File: src/sv/mk_pkg.sv
// Shared types, constants and the letter lookup for the Morse keyer.
package mk_pkg;

	localparam int unsigned CharW = 8;
	localparam int unsigned DotW  = 12;
	localparam int unsigned DurW  = 15;
	localparam int unsigned BitsW = 4;
	localparam int unsigned LenW  = 3;
	localparam int unsigned SymW  = 2;

	localparam logic [DotW-1:0]  DotReset   = 12'd200;
	localparam logic [CharW-1:0] CodeSpace  = 8'd32;
	localparam logic [CharW-1:0] CodeUpperA = 8'd65;
	localparam logic [CharW-1:0] CodeUpperZ = 8'd90;
	localparam logic [CharW-1:0] CodeLowerA = 8'd97;
	localparam logic [CharW-1:0] CodeLowerZ = 8'd122;
	localparam logic [CharW-1:0] CaseBit    = 8'h20;

	// Commands from the controller to the datapath.
	typedef struct packed {
		logic load;
		logic emit;
	} mk_cmd_t;

	// Status from the datapath to the controller.
	typedef struct packed {
		logic has_results;
		logic out_free;
		logic final_result;
	} mk_sts_t;

	// Low nibble is the dash mask with the first symbol in bit 0, high bits the length.
	localparam logic [7:0] LetterTable [26] = '{
		8'h22, 8'h41, 8'h45, 8'h31, 8'h10, 8'h44, 8'h33, 8'h40, 8'h20, 8'h4E,
		8'h35, 8'h42, 8'h23, 8'h21, 8'h37, 8'h46, 8'h4B, 8'h32, 8'h30, 8'h11,
		8'h34, 8'h48, 8'h36, 8'h49, 8'h4D, 8'h43
	};

	function automatic logic [7:0] letter_entry(input logic [4:0] idx);
		logic [7:0] e;
		e = 8'h00;
		if (idx < 5'd26) begin
			e = LetterTable[idx];
		end
		return e;
	endfunction

endpackage

File: src/sv/mk_ctrl.sv
// Controller state machine: takes a character, then steps out its results.
module mk_ctrl (
	input  logic            clk,
	input  logic            arst_n,
	input  logic            s_tvalid,
	output logic            s_tready,
	input  mk_pkg::mk_sts_t sts,
	output mk_pkg::mk_cmd_t cmd
);
	import mk_pkg::*;

	localparam logic StIdle = 1'b0;
	localparam logic StEmit = 1'b1;

	logic state_q;
	logic state_d;

	always_comb begin
		state_d  = state_q;
		s_tready = 1'b0;
		cmd      = '0;
		case (state_q)
			StIdle: begin
				s_tready = 1'b1;
				if (s_tvalid) begin
					cmd.load = 1'b1;
					if (sts.has_results) begin
						state_d = StEmit;
					end
				end
			end
			StEmit: begin
				if (sts.out_free) begin
					cmd.emit = 1'b1;
					if (sts.final_result) begin
						state_d = StIdle;
					end
				end
			end
			default: begin
				state_d = StIdle;
			end
		endcase
	end

	always_ff @(posedge clk or negedge arst_n) begin
		if (!arst_n) begin
			state_q <= StIdle;
		end else begin
			state_q <= state_d;
		end
	end

endmodule

File: src/sv/mk_datapath.sv
// Datapath: character decode, pattern registers, durations and the output register.
module mk_datapath (
	input  logic                       clk,
	input  logic                       arst_n,
	input  logic [mk_pkg::CharW-1:0]   char_code,
	input  logic                       cfg_we,
	input  logic [mk_pkg::DotW-1:0]    cfg_wdata,
	input  mk_pkg::mk_cmd_t            cmd,
	output mk_pkg::mk_sts_t            sts,
	input  logic                       out_taken,
	output logic                       out_valid,
	output logic                       key_on,
	output logic [mk_pkg::DurW-1:0]    duration_ms,
	output logic                       last_of_char
);
	import mk_pkg::*;

	logic [DotW-1:0]  dot_q;
	logic [BitsW-1:0] bits_q;
	logic [LenW-1:0]  len_q;
	logic [SymW-1:0]  sym_q;
	logic             phase_q;
	logic             space_q;
	logic             out_valid_q;
	logic             key_on_q;
	logic [DurW-1:0]  dur_q;
	logic             last_q;

	logic [CharW-1:0] folded;
	logic             is_letter;
	logic             is_space;
	logic [7:0]       entry;
	logic [CharW-1:0] letter_off;
	logic [DurW-1:0]  dur1;
	logic [DurW-1:0]  dur3;
	logic [DurW-1:0]  dur7;
	logic             cur_key;
	logic [DurW-1:0]  cur_dur;
	logic             cur_last;

	// Upper case is folded to lower case before the lookup.
	always_comb begin
		folded = char_code;
		if (char_code inside {[CodeUpperA:CodeUpperZ]}) begin
			folded = char_code | CaseBit;
		end
		is_letter  = folded inside {[CodeLowerA:CodeLowerZ]};
		is_space   = (folded == CodeSpace);
		letter_off = folded - CodeLowerA;
		entry      = letter_entry(letter_off[4:0]);
	end

	assign dur1 = {{(DurW-DotW){1'b0}}, dot_q};
	assign dur3 = dur1 + {dur1[DurW-2:0], 1'b0};
	assign dur7 = {dur1[DurW-4:0], 3'b000} - dur1;

	// Each symbol gives a key-down word followed by a key-up gap word.
	always_comb begin
		if (space_q) begin
			cur_key  = 1'b0;
			cur_dur  = dur7;
			cur_last = 1'b1;
		end else if (!phase_q) begin
			cur_key  = 1'b1;
			cur_dur  = bits_q[sym_q] ? dur3 : dur1;
			cur_last = 1'b0;
		end else begin
			cur_key  = 1'b0;
			cur_dur  = dur3;
			cur_last = ({1'b0, sym_q} + 3'd1) == len_q;
		end
	end

	assign sts.has_results  = is_letter || is_space;
	assign sts.out_free     = !out_valid_q || out_taken;
	assign sts.final_result = cur_last;

	always_ff @(posedge clk or negedge arst_n) begin
		if (!arst_n) begin
			dot_q       <= DotReset;
			bits_q      <= '0;
			len_q       <= '0;
			sym_q       <= '0;
			phase_q     <= 1'b0;
			space_q     <= 1'b0;
			out_valid_q <= 1'b0;
		end else begin
			if (cfg_we) begin
				dot_q <= cfg_wdata;
			end
			if (cmd.load) begin
				bits_q  <= is_letter ? entry[BitsW-1:0] : '0;
				len_q   <= is_letter ? entry[BitsW+LenW-1:BitsW] : '0;
				sym_q   <= '0;
				phase_q <= 1'b0;
				space_q <= is_space;
			end else if (cmd.emit) begin
				phase_q <= !phase_q;
				if (phase_q) begin
					sym_q <= sym_q + 2'd1;
				end
			end
			if (cmd.emit) begin
				out_valid_q <= 1'b1;
			end else if (out_taken) begin
				out_valid_q <= 1'b0;
			end
		end
	end

	always_ff @(posedge clk) begin
		if (cmd.emit) begin
			key_on_q <= cur_key;
			dur_q    <= cur_dur;
			last_q   <= cur_last;
		end
	end

	assign out_valid    = out_valid_q;
	assign key_on       = key_on_q;
	assign duration_ms  = dur_q;
	assign last_of_char = last_q;

endmodule

File: src/sv/morse_keyer.sv
// Top level of the Morse keyer: controller and datapath joined by command and status.
//
// One ASCII character enters per word on the slave stream (s_tdata). Upper case
// is folded to lower case. A letter gives two master words per Morse symbol: a
// key-down word of one dot time (dot) or three (dash), then a key-up word of three
// dot times. A space gives one key-up word of seven dot times. Any other byte
// gives no words. The final word of a character carries m_tlast; m_tuser is the
// key level and m_tdata the hold time in milliseconds.
// The dot time must be written through cfg_we/cfg_wdata only while the block is idle;
// the block itself does not enforce this. A character is taken into the pattern
// registers, then the sequencer fills the single output register one result word
// per cycle while the receiver takes each word, up to eight words for a letter. The
// next character is accepted as soon as the last word of the previous one has
// been loaded, even while it still waits.
// When the receiver stalls, the output register holds its word and the
// sequencer waits. Reset empties the output, returns the sequencer to idle and
// sets the dot time to 200 ms.
module morse_keyer (
	input  logic        clk,
	input  logic        arst_n,
	input  logic        s_tvalid,
	output logic        s_tready,
	input  logic [7:0]  s_tdata,   // [7:0] char_code
	output logic        m_tvalid,
	input  logic        m_tready,
	output logic [15:0] m_tdata,   // [14:0] duration_ms, [15] zero
	output logic [0:0]  m_tuser,   // [0] key_on
	output logic        m_tlast,
	input  logic        cfg_we,
	input  logic [11:0] cfg_wdata
);
	import mk_pkg::*;

	mk_cmd_t         cmd;
	mk_sts_t         sts;
	logic [DurW-1:0] duration_ms;
	logic            key_on;

	mk_ctrl u_ctrl (
		.clk      (clk),
		.arst_n   (arst_n),
		.s_tvalid (s_tvalid),
		.s_tready (s_tready),
		.sts      (sts),
		.cmd      (cmd)
	);

	mk_datapath u_dp (
		.clk          (clk),
		.arst_n       (arst_n),
		.char_code    (s_tdata),
		.cfg_we       (cfg_we),
		.cfg_wdata    (cfg_wdata),
		.cmd          (cmd),
		.sts          (sts),
		.out_taken    (m_tready),
		.out_valid    (m_tvalid),
		.key_on       (key_on),
		.duration_ms  (duration_ms),
		.last_of_char (m_tlast)
	);

	assign m_tdata = {1'b0, duration_ms};
	assign m_tuser = key_on;

endmodule

File: config.mk
export PLATFORM = sky130hd
export DESIGN_NAME = morse_keyer
export DESIGN_NICKNAME = d
export VERILOG_FILES = /design/src/sv/mk_pkg.sv /design/src/sv/mk_ctrl.sv /design/src/sv/mk_datapath.sv /design/src/sv/morse_keyer.sv
export SDC_FILE = /design/constraint.sdc
export NUM_CORES = 1
export LEC_CHECK = 0
export ABC_AREA = 1
export BUFFER_PORTS_ARGS = -buffer_cell sky130_fd_sc_hd__clkbuf_2
export CAP_MARGIN = 30
export CORE_ASPECT_RATIO = 0.9
export CORE_UTILIZATION = 60
export CTS_BUF_LIST = sky130_fd_sc_hd__clkbuf_4
export DETAILED_ROUTE_END_ITERATION = 10
export PLACE_DENSITY = 0.79
export REMOVE_ABC_BUFFERS = 1
export SETUP_SLACK_MARGIN = 0.02
export SKIP_CTS_REPAIR_TIMING = 1
export SLEW_MARGIN = 20
export SYNTH_ARGS = -nofsm -noshare
export SYNTH_HDL_FRONTEND = slang
export SYNTH_SLANG_ARGS = --single-unit
export TNS_END_PERCENT = 5
File: constraint.sdc
create_clock -name clk -period 2.4 [get_ports clk]
set_input_delay 0.36 -clock clk [delete_from_list [all_inputs] [get_ports clk]]
set_output_delay 0.36 -clock clk [all_outputs]
set_load 0.005 [all_outputs]
Word-level counts from Yosys, hierarchy flattened
Memory sizes are Yosys's and may differ from the RTL's.
Cells that the tools add are included.
Widths: inputs -> output; s select.
Word-level totals
  bits in registers: 42
  memory bits (read-only): 256
  memories: 1
Memories
  (no name shown): words 32, width 8, rd ports 1, clocked after Yosys merged registers in 0, write ports 0, line mk_pkg.sv:43  | e = LetterTable[idx];
Operators by class
  bitwise logic cells: 2
  order comparisons: 7
  reductions and logical operators: 10
  add/sub/neg operators: 5
  eq/ne operators: 2
  multiplexer cells: 31
Operator list (number)
  $mux 15: 3
  $mux 7: 3
  $mux 1: 17
  $ge 8x7->1 const B: 2
  $le 8x7->1 const B: 2
  $sub 15x12->15: 1
  $add 12x13->14: 1
  $eq 8x6->1 const B: 1
  $ge 6x6->1 const B: 1
  $mux 2: 3
  $mux 6: 1
  $not 5->6: 1
  $reduce_bool 2->1: 3
  $lt 5x5->1 const B: 1
  $sub 5x1->5 const B: 1
  $mux 4: 1
  $add 2x1->3 const B: 1
  $eq 3x3->1: 1
  $lt 2x3->1 const B: 1
  $mux 3: 1
  $add 2x1->2 const B: 1
  $bmux 1 s2: 1
  $logic_and 1x1->1: 2
  $logic_not 1->1: 2
  other kinds (4): 5

Longest topological paths before layout
Gate-level depths: netlist of run 1.
  depth in word-level cells: 10
  depth in mapped cells: 13

Hierarchy
A second synthesis of run 1 with hierarchy kept.
Unflattened totals
  cell total of the unflattened synthesis: 560
  area, all modules: 3782.4 µm²
Modules (own cells, without submodules)
  mk_datapath: cells each 548, times used 1, seq. area each 1114.8 µm², area each 3706.1 µm²
  mk_ctrl: cells each 10, times used 1, seq. area each 25.0 µm², area each 65.1 µm²
  morse_keyer: cells each 2, times used 1, seq. area each 0.0 µm², area each 11.3 µm²

Worst setup path before layout of run 1
Ideal clock, no wire load.
  path kind: reg-to-reg
  from: register u_dp.dot_q[0]
  to: register u_dp.dur_q[7], in the netlist u_dp.duration_ms[7] (data pin)
  library setup time: 0.258 ns
  path slack: 0.532 ns
  clock period less this slack: 1.868 ns
  data required time: 2.142 ns
  data arrival time: 1.610 ns
  path buffers: 0
  cell stages (with the launch flop): 12
  path through: dfrtp_1 > ha_1 > inv_1 > fa_1 > inv_1 > nand3_1 > nand3_1 > nand2_1 > nand3_1 > nand2_1 > o21ai_0 > nand2_1
Between the ends
  cells in the longest elaborated chain, start to end: 4
  elaborated cells on any way between the ends: 5
  those cells by class: 2 x add/sub; 3 x mux
RTL lines
  start, declared: line mk_datapath.sv:18  | logic [DotW-1:0] dot_q;
  start signal, assigned: line mk_datapath.sv:80  | dot_q <= DotReset;
  start signal, assigned: line mk_datapath.sv:89  | dot_q <= cfg_wdata;
  $add 12x13->14: line mk_datapath.sv:54  | assign dur3 = dur1 + {dur1[DurW-2:0], 1'b0};
  $mux 15: line mk_datapath.sv:65  | cur_dur = bits_q[sym_q] ? dur3 : dur1;
  $mux 15: line mk_datapath.sv:63  | end else if (!phase_q) begin
  $mux 15 *: line mk_datapath.sv:59  | if (space_q) begin
  via u_dp.cur_dur[7]: line mk_datapath.sv:38  | logic [DurW-1:0] cur_dur;
  end signal, assigned: line mk_datapath.sv:114  | dur_q <= cur_dur;
  end, declared: line mk_datapath.sv:26  | logic [DurW-1:0] dur_q;
The timed path passes the listed nets; every way through them passes the cells marked *.
A chain may end at the register's enable or synchronous reset.

Final worst setup path of run 1
  from: register u_dp.dot_q[1]
  to: register u_dp.dur_q[9], in the netlist u_dp.duration_ms[9] (data pin)
Same word-level chain as after synthesis.

==> impl_results.md, run 1 <==
- Final hold violation count: 0
- Status: finished, final reports clean
- Global-route wire length before repair: 16,100 um
- Hpwl dp: 7400 um
- Number of global-route vias before repair: 3,648
- Peak VDD IR: 0.589 mV
- CTS Buf Count: 5
- CTS tree: yes
- Row count: 27
- Final Skew: 0.0158 ns
- Largest net degree at the start of global routing: 26
- Setup TNS: 0 ns
- Seq/Total Area, Yosys: 0.295
- Ys async rst share: 0.595
- Post-layout min period: around 2.1 ns
- Clk slew on worst S/H paths: roughly 0.13 ns
- H-Tree Level Count: 2
- Synthesis warning total: 0
- Worst endpoint data arrival time: 2.26 ns
- All-Layer GR Usage: 0.306
- Vias post-DR: 3,878
- Drt pass-1 iters: 5
- Share of cells above drive strength 1: 0.138
- Crit Path Max Fanout: 4
- Hold Path Class: in -> async
- Synth cell types: 37
- IO Port Bufs: 43
- Total leakage power: 2.34 nW
- Final net count: 698
- Measured slew at the worst slew-check pin: 0.809 ns
- Crit path max-delay family: adder cells
- Cell count after synthesis: 592
- Drt wl/cell: 13.1 um
- Maxcap violations: 0
- # fillers: slightly below 600
- Slew Limit Fails: 0
- Root Driver: clkbuf_4
- Most frequent cells in the layout: 227 x nand2_1, 80 x inv_1, 47 x nand3_1
- Cells on worst reg2reg path: 11
- Critical Path Stages: 11
- Mapped Area: 3860 um^2
- Post-DR vias/cell: 5.34
- Layout area overhead: 9.34%
- Die Span X: 86.5 um
- Met1 WL: 4140 um
- Final worst-path cycle share: 0.892
- Final setup viols: 0
- CP endpoint kind: register
- Core Util, Final: 0.686
- Initial antenna violation count: 0
- Top-Level Pins: 45
- Commonest non-fill, non-tap cell in the layout: nand2_1
- ANT nets after route: 0
- #FFs+latches synth: 42
- CTS max path bufs: 2
- Grt ovf: 0
- Share of the synthesized area in the top cell type: 0.221
- CP most frequent cell: nand2_1
- Met3 wire length: 530 um
- Slowest Stage Delay on Critical Path: 0.43 ns
- Crit Path Category: reg -> reg
- Max-slew headroom: 0.460
- Antenna Cells: 0
- Most area-hungry cell type in the Yosys netlist: nand2_1
- Setup repair after global routing missed its margin: false
- Clock latency on the worst-skew pair: 0.36 ns
- Slowest-stage cell, CP: dfrtp_1
- Highest routed layer: met4
- Initial core utilization: 0.627
- Chip height: a little under 80 um
- Post-Place Cells: 718
- Syn Area/Cell: 6.52 um^2
- Detailed-route wire length: 9530 um
- GP Congestion: 0.943
- CP required: 2.52 ns
- Die area: 6750 um^2
- Core box area: 6150 um^2
- Fmax: 0.467 GHz
- Startpoint type of the worst setup path: register
- Number of synthesized flops with an enable pin: 17
- Remaining DRCs: 0
- Crit path buf inv count: 2
- Wire length on met2: 4630 um
- Starting DRT DRC Count: 282
- Final std cells w/o fill: between 700 and 800
- Clock tree sinks: 42
- Synth top area cells: nand2_1 22%, dfrtp_1 14%, edfxtp_1 13%, ha_1 11%, inv_1 7.8%
- CP Cell Sequence: ha_1 > inv_1 > fa_1 > inv_1 > nand3_1 > nand3_1 > nand2_1 > nand2_1 > nor2_1 > o21ai_1 > nand2_1
- PwrDens: about 640 nW/um^2
- Synth Flop Type: dfrtp_1
## final timing paths
check	slack [ns]	startpoint	end
min in group clk	0.20	cfg_wdata[1]	u_dp.dot_q[1]
max in group asynchronous	1.89	arst_n	u_dp.dot_q[0]
worst max-delay path	0.26	u_dp.dot_q[1]	u_dp.duration_ms[9]
worst max register to register	0.26	u_dp.dot_q[1]	u_dp.duration_ms[9]
worst min-delay path	0.02	arst_n	u_dp.dot_q[4]
worst min register to register	0.50	u_dp.bits_q[2]	u_dp.bits_q[2]
## synth_stat cells (all sizes together) (2+ instances only)
cell and count:
nand4 8, xor2 2, dfrtp 22, xnor2 5
nand2 239, clkbuf 4, edfxtp 17, nor2 41
a21oi 25, o21ai 38, dfstp 3, ha 34
a21o 2, buf 4, inv 86, nand3 49
o211ai 3
## stage by stage
step | cell area, um^2 | hold WS (ns) | setup slack [ns] | power [mW]
2_1_floorplan | 3810 | 0.0644 | 0.532 | 1.92
3_3_place_gp | 4160 | 0.428 | 0.230 | 2.32
3_5_place_dp | 4160 | 0.425 | 0.185 | 2.34
4_1_cts | 4220 | 0.0276 | 0.171 | 2.69
5_1_grt | 4220 | 0.0654 | 0.101 | 2.92
6_report | 4220 | 0.0227 | 0.260 | 2.70
## report_power, final
| group | total (mW) | switching [mW] | internal [mW] |
|---|---|---|---|
| combinational | 1.27 | 0.830 | 0.442 |
| clock | 0.356 | 0.233 | 0.123 |
| sequential | 1.07 | 0.0945 | 0.978 |
| total | 2.70 | 1.16 | 1.54 |
## sequential cells by signal, indices dropped and copies added, names as in the netlist
| name | flops |
|---|---|
| u_dp.duration_ms | 15 |
| u_dp.len_q | 3 |
| u_ctrl.state_q | 1 |
| u_dp.out_valid | 1 |
| u_dp.key_on | 1 |
| u_dp.sym_q | 2 |
| u_dp.bits_q | 4 |
| u_dp.space_q | 1 |
| u_dp.phase_q | 1 |
| u_dp.dot_q | 12 |
| u_dp.last_of_char | 1 |
## logic make-up after synthesis
| logic type | after synthesis | share of synthesized area |
|---|---|---|
| flip-flops | 42 | 0.295 |
| buffers and inverters | 94 | 0.0967 |
| other | 1 | 0.000972 |
| adder cells (fa/ha/maj) | 35 | 0.115 |
| AO/OA/AOI/OAI | 73 | 0.104 |
| AND/OR/NAND/NOR | 340 | 0.371 |
| XOR/XNOR | 7 | 0.0159 |
## worst register-to-register path, delay by kind of cell, from the launching register on
| family | cells | cell delay (ns) |
|---|---|---|
| flip-flops | 1 | 0.43 |
| buffers and inverters | 2 | 0.17 |
| adder cells (fa/ha/maj) | 2 | 0.62 |
| AO/OA/AOI/OAI | 1 | 0.18 |
| AND/OR/NAND/NOR | 6 | 0.48 |
## layer usage
metal,vias to the layer above,track usage
li1,1972,-
met4,0,0.108
met1,1751,0.385
met5,-,0
met3,23,0.0368
met2,132,0.540
## final cells by class
| class | instances | area, um^2 | share of cell area |
|---|---|---|---|
| inverters | 86 | 323 | 0.0765 |
| repair buffers | 47 | 245 | 0.0581 |
| clock buffers | 6 | 45.0 | 0.0107 |
| well taps | 87 | 109 | 0.0258 |
| flip-flops and latches | 42 | 1140 | 0.271 |
| clock inverters | 2 | 10.0 | 0.00237 |
| multi-input cells | 456 | 2340 | 0.556 |
Note: power is estimated with default switching activity, not from simulation.
==> inputs of run 2 (changes only) <==
--- a/config.mk
+++ b/config.mk
@@ -9,10 +9,10 @@
 export BUFFER_PORTS_ARGS = -buffer_cell sky130_fd_sc_hd__clkbuf_2
 export CAP_MARGIN = 30
 export CORE_ASPECT_RATIO = 0.9
-export CORE_UTILIZATION = 60
+export CORE_UTILIZATION = 30
 export CTS_BUF_LIST = sky130_fd_sc_hd__clkbuf_4
 export DETAILED_ROUTE_END_ITERATION = 10
-export PLACE_DENSITY = 0.79
+export PLACE_DENSITY = 0.44
 export REMOVE_ABC_BUFFERS = 1
 export SETUP_SLACK_MARGIN = 0.02
 export SKIP_CTS_REPAIR_TIMING = 1
==> run 2 against run 1 <==
Final area is 3.4% higher; final cell count rose by 11%; clock power increased by 8.4%; flip-flop and latch count is the same; clock skew shrank 0.0022 ns; power is 3.1% higher; combinational power is 4% higher; global-route usage is 13 points lower; sequential share of layout area shrank 0.85 points; highest routed layer unchanged.
==> impl_results.md, run 2 (synthesis results as in run 1) <==
- Initial antenna violation count: 0 (unchanged)
- CP Cell Sequence: ha_1 > inv_1 > fa_1 > inv_1 > nand3_1 > nand3_1 > nand2_1 > nand2_1 > nor2_1 > o21ai_1 > nand2_1
- Final setup viols: 0 (unchanged)
- Max-slew headroom: 0.531 (+0.0714)
- Fmax: 0.454 GHz (-2.9%)
- Clock latency on the worst-skew pair: 0.37 ns (about the same)
- Commonest non-fill, non-tap cell in the layout: nand2_1
- Hold Path Class: in -> async
- Crit path buf inv count: 2 (unchanged)
- Detailed-route wire length: 11,000 um (+16%)
- H-Tree Level Count: 2 (unchanged)
- Crit Path Category: reg -> reg
- Largest register FFs: 15 (unchanged)
- Crit path max-delay family: adder cells
- CP most frequent cell: nand2_1
- Antenna Cells: 0 (unchanged)
- Layout area overhead: 13.0%
- Root Driver: clkbuf_4
- CP required: 2.54 ns (+0.02 ns)
- Final hold violation count: 0 (unchanged)
- Number of global-route vias before repair: 3,787 (+3.8%)
- Drt pass-1 iters: 4 (-1)
- Setup TNS: 0 ns (unchanged)
- IO Port Bufs: 43 (unchanged)
- Core Util, Final: 0.354 (-0.332)
- Hpwl dp: 8890 um (+20%)
- ANT nets after route: 0 (unchanged)
- Largest net degree at the start of global routing: 26 (unchanged)
- Cell area after layout: 4360 um^2 (+3.4%)
- Top-Level Pins: 45 (unchanged)
- Remaining DRCs: 0 (unchanged)
- Measured slew at the worst slew-check pin: 0.703 ns (-0.106 ns)
- Slew Limit Fails: 0 (unchanged)
- Chip height: 110 um (+40%)
- Final Skew: 0.0136 ns (-0.00221 ns)
- PwrDens: 638 nW/um^2 (-0.29%)
- CTS Buf Count: 5 (unchanged)
- Grt ovf: 0 (unchanged)
- Total leakage power: 2.37 nW (+1.2%)
- Maxcap violations: 0 (unchanged)
- Vias post-DR: 3,798 (-2.1%)
- Global-route wire length before repair: 18,300 um (+14%)
- Share of cells above drive strength 1: 0.147 (+0.00957)
- Startpoint type of the worst setup path: register
- Post-DR vias/cell: 4.72 (-12%)
- R2r setup slk: 0.20 ns (-0.06 ns)
- Final worst-path cycle share: 0.919 (+0.0270)
- Setup repair after global routing missed its margin: false
- Post-layout min period: 2.20 ns (+0.0647 ns)
- Slowest Stage Delay on Critical Path: 0.45 ns (+0.02 ns)
- Drt wl/cell: 13.7 um (+4.2%)
- GP Congestion: 0.863 (-8.5%)
- Crit Path Max Fanout: 5 (+1)
- Peak VDD IR: 0.300 mV (-49%)
- CP endpoint kind: register
- CTS max path bufs: 2 (unchanged)
- Slowest-stage cell, CP: dfrtp_2
- All-Layer GR Usage: 0.179 (-0.127)
- Clock tree sinks: 42 (unchanged)
- Starting DRT DRC Count: 137 (-51%)
- Clk slew on worst S/H paths: 0.14 ns (about the same)
- Row count: 38 (+41%)
- # fillers: 1,382 (+130%)
- Final net count: 704 (+0.86%)
- Die area: 13,300 um^2 (+97%)
- Status: finished, final reports clean
- Initial core utilization: 0.313 (-0.314)
- Die Span X: 122 um (+40%)
- CTS tree: yes
- Worst endpoint data arrival time: 2.34 ns (+0.08 ns)
- Most frequent cells in the layout: 227 x nand2_1, 80 x inv_1, 47 x nand3_1
- Core box area: 12,300 um^2 (+100%)
- Placed Area: 4300 um^2 (+3.3%)
[run 2: report_power, final]
| part | switching [mW] | total [mW] | leakage (nW) | internal (mW) |
|---|---|---|---|---|
| Sequential | 0.0983 | 1.07 | 0.474 | 0.976 |
| Combinational | 0.858 | 1.32 | 1.86 | 0.463 |
| Clock | 0.259 | 0.386 | 0.0356 | 0.127 |
[run 2: layout make-up]
class / instances / area, um^2 / share of cell area
tap: 160 / 200 / 0.0459
timing repair buffer: 53 / 290 / 0.0666
sequential: 42 / 1140 / 0.262
multi-input combinational: 456 / 2340 / 0.538
clock buffer: 6 / 45.0 / 0.0103
clock inverter: 2 / 13.8 / 0.00316
inverter: 86 / 323 / 0.0741
[run 2: final timing paths]
kind                                 from                  end  cells after the start
setup / recovery            u_dp.dot_q[0]  u_dp.duration_ms[9]                     11
hold / removal                     arst_n         u_dp.phase_q                      1
setup reg to reg            u_dp.dot_q[0]  u_dp.duration_ms[9]                     11
hold reg to reg            u_dp.bits_q[1]       u_dp.bits_q[1]                      2
max in group asynchronous          arst_n        u_dp.dot_q[1]                      1
min in group clk             cfg_wdata[1]        u_dp.dot_q[1]                      3
[run 2: per-layer routing]
layer / routed length (um) / vias to the layer above / global-route usage
met5: 0 / - / 0
met4: 219 / 0 / 0.0547
met3: 392 / 17 / 0.0239
met2: 5120 / 70 / 0.312
met1: 5280 / 1724 / 0.229
li1: - / 1987 / -
[run 2: stage by stage]
stage                     instances  hold WS [ns]  setup slack (ns)  power, mW
after floorplan                 584        0.0644             0.532       1.92
after global placement          797         0.459            0.0772       2.43
after detailed placement        797         0.448            0.0877       2.42
after CTS                       805        0.0201            0.0835       2.83
after global routing            805        0.0426            0.0458       3.06
final                           805        0.0113             0.195       2.78
[run 2: worst register-to-register path, stage by stage (launching register included)]
cell	delay [ns]
dfrtp_2	0.45
ha_1	0.23
inv_1	0.07
fa_1	0.40
inv_1	0.11
nand3_1	0.07
nand3_1	0.14
nand2_1	0.09
nand2_1	0.09
nor2_1	0.05
o21ai_1	0.20
nand2_1	0.08
==> inputs of run 3 (changes only) <==
==> constraint.sdc (replaced) <==
create_clock -name clk -period 2.6 [get_ports clk]
set_input_delay 0.39 -clock clk [delete_from_list [all_inputs] [get_ports clk]]
set_output_delay 0.39 -clock clk [all_outputs]
set_load 0.005 [all_outputs]
==> run 3 against run 2 <==
Count of clock-buffer cells in the layout unchanged; critical path depth unchanged; first-iteration DRC count increased by 34%; hold slack improved by 0.025 ns; combinational power decreased by 8%; critical path type unchanged; largest power group unchanged.
==> impl_results.md, run 3 (synthesis results as in run 1) <==
- Status: finished, final reports clean
- Drt wl/cell: 14.0 um (+2.1%)
- Setup repair after global routing missed its margin: false
- Final hold violation count: 0 (unchanged)
- CP most frequent cell: nand2_1
- Clk slew on worst S/H paths: 0.14 ns (about the same)
- Max-slew headroom: 0.539 (+0.00764)
- Maxcap violations: 0 (unchanged)
- # fillers: 1,390 (+0.58%)
- Remaining DRCs: 0 (unchanged)
- PwrDens: 612 nW/um^2 (-4.2%)
- Final worst setup slack: 0.288 ns (+0.0924 ns)
- Detailed-route wire length: 11,200 um (+1.3%)
- CP endpoint kind: register
- Chip height: 110 um (unchanged)
- Hold Path Class: in -> async
- Die Span X: 122 um (unchanged)
- Clock latency on the worst-skew pair: 0.38 ns (about the same)
- Worst setup path startpoint: u_dp.dot_q[0]
- Initial core utilization: 0.313 (unchanged)
- Post-layout min period: 2.31 ns (+0.108 ns)
- Antenna Cells: 0 (unchanged)
- Startpoint type of the worst setup path: register
- Vias post-DR: 3,826 (+0.74%)
- CP Cell Sequence: ha_1 > inv_1 > fa_1 > inv_1 > nand3_1 > nand3_1 > nand2_1 > nand2_1 > nor2_1 > o21ai_0 > nand2_1
- Die area: 13,300 um^2 (unchanged)
- CTS max path bufs: 2 (unchanged)
- Largest register FFs: 15 (unchanged)
- CTS Buf Count: 5 (unchanged)
- Starting DRT DRC Count: 184 (+34%)
- Initial antenna violation count: 0 (unchanged)
- DP Worst Slack: 0.362 ns (+0.274 ns)
- Register area: 1140 um^2 (-0.22%)
- Slowest Stage Delay on Critical Path: 0.49 ns (+0.04 ns)
- Drt pass-1 iters: 5 (+1)
- Root Driver: clkbuf_4
- Clock tree sinks: 42 (unchanged)
- Number of global-route vias before repair: 3,663 (-3.3%)
- Fmax: 0.432 GHz (-4.7%)
- Most frequent cells in the layout: 227 x nand2_1, 80 x inv_1, 47 x nand3_1
- Final worst-path cycle share: 0.889 (-0.0293)
- Top-Level Pins: 45 (unchanged)
- Post-DR vias/cell: 4.79 (+1.5%)
- Layout area overhead: 12.3%
- Total leakage power: 2.35 nW (-0.82%)
- Crit Path Category: reg -> reg
- IO Port Bufs: 43 (unchanged)
- Final net count: 698 (-0.85%)
- Setup TNS: 0 ns (unchanged)
- All-Layer GR Usage: 0.178 (-0.000866)
- Critical R2R Launch: u_dp.dot_q[0]
- CP required: 2.73 ns (+0.19 ns)
- Hpwl dp: 8820 um (-0.77%)
- Grt ovf: 0 (unchanged)
- Final setup viols: 0 (unchanged)
- Row count: 38 (unchanged)
- Commonest non-fill, non-tap cell in the layout: nand2_1
- Measured slew at the worst slew-check pin: 0.691 ns (-0.0115 ns)
- Hold slack: 0.0363 ns (+0.0250 ns)
- Global-route wire length before repair: 18,300 um (-0.45%)
- Slew Limit Fails: 0 (unchanged)
- Crit Path Max Fanout: 5 (unchanged)
- Area of the multi-input gates: 2340 um^2 (unchanged)
- Slowest-stage cell, CP: dfrtp_1
- Peak VDD IR: 0.266 mV (-11%)
- CTS tree: yes
- Final Skew: 0.0277 ns (+0.0141 ns)
- Largest net degree at the start of global routing: 26 (unchanged)
- Worst endpoint data arrival time: 2.44 ns (+0.10 ns)
- H-Tree Level Count: 2 (unchanged)
- Core box area: 12,300 um^2 (unchanged)
- ANT nets after route: 0 (unchanged)
- GP Congestion: 0.851 (-1.4%)
- Share of cells above drive strength 1: 0.135 (-0.0127)
-- run 3: cell type report --
type                            count  area share
Inverter                           86      0.0745
Clock buffer                        6      0.0104
Timing Repair Buffer               47      0.0566
Clock inverter                      2     0.00780
Tap cell                          160      0.0462
Multi-Input combinational cell    456       0.541
Sequential cell                    42       0.263
-- run 3: per-stage QoR --
step / util / cell area (um^2) / cells / power (mW)
floorplan: - / 3810 / 584 / 1.77
global placement: 0.345 / 4250 / 791 / 2.22
detailed placement: 0.345 / 4250 / 791 / 2.21
CTS: 0.352 / 4330 / 799 / 2.67
global route: 0.352 / 4330 / 799 / 2.89
finish: 0.352 / 4330 / 799 / 2.65
-- run 3: path summary, 6_finish.rpt --
kind	slack, ns	depth (start not counted)	to
setup / recovery	0.29	11	u_dp.duration_ms[9]
hold / removal	0.04	1	u_dp.dot_q[1]
setup reg to reg	0.29	11	u_dp.duration_ms[9]
hold reg to reg	0.50	2	u_dp.bits_q[0]
max in group asynchronous	2.11	1	u_dp.bits_q[1]
min in group clk	0.19	3	u_dp.dot_q[7]
-- run 3: power by group --
part           total [mW]  switching [mW]  internal (mW)
sequential          0.991          0.0908          0.900
combinational        1.21           0.791          0.416
clock               0.451           0.240          0.211
total                2.65            1.12           1.53
-- run 3: layer usage --
metal  part of all wire  GRT usage  vias up  wire length, um
li1                   -          -     1980                -
met1               0.49      0.230     1771             5410
met4             0.0082     0.0406        0               91
met3              0.036     0.0265        9              397
met2               0.47      0.312       66             5250
met5                  0          0        -                0
-- run 3: worst max-delay path: cells and delay by family (launching register included) --
family / cells / cell delay (ns)
buf+inv: 2 / 0.18
compound gates: 1 / 0.21
simple gates: 6 / 0.54
fa+ha+maj: 2 / 0.66
flops: 1 / 0.49
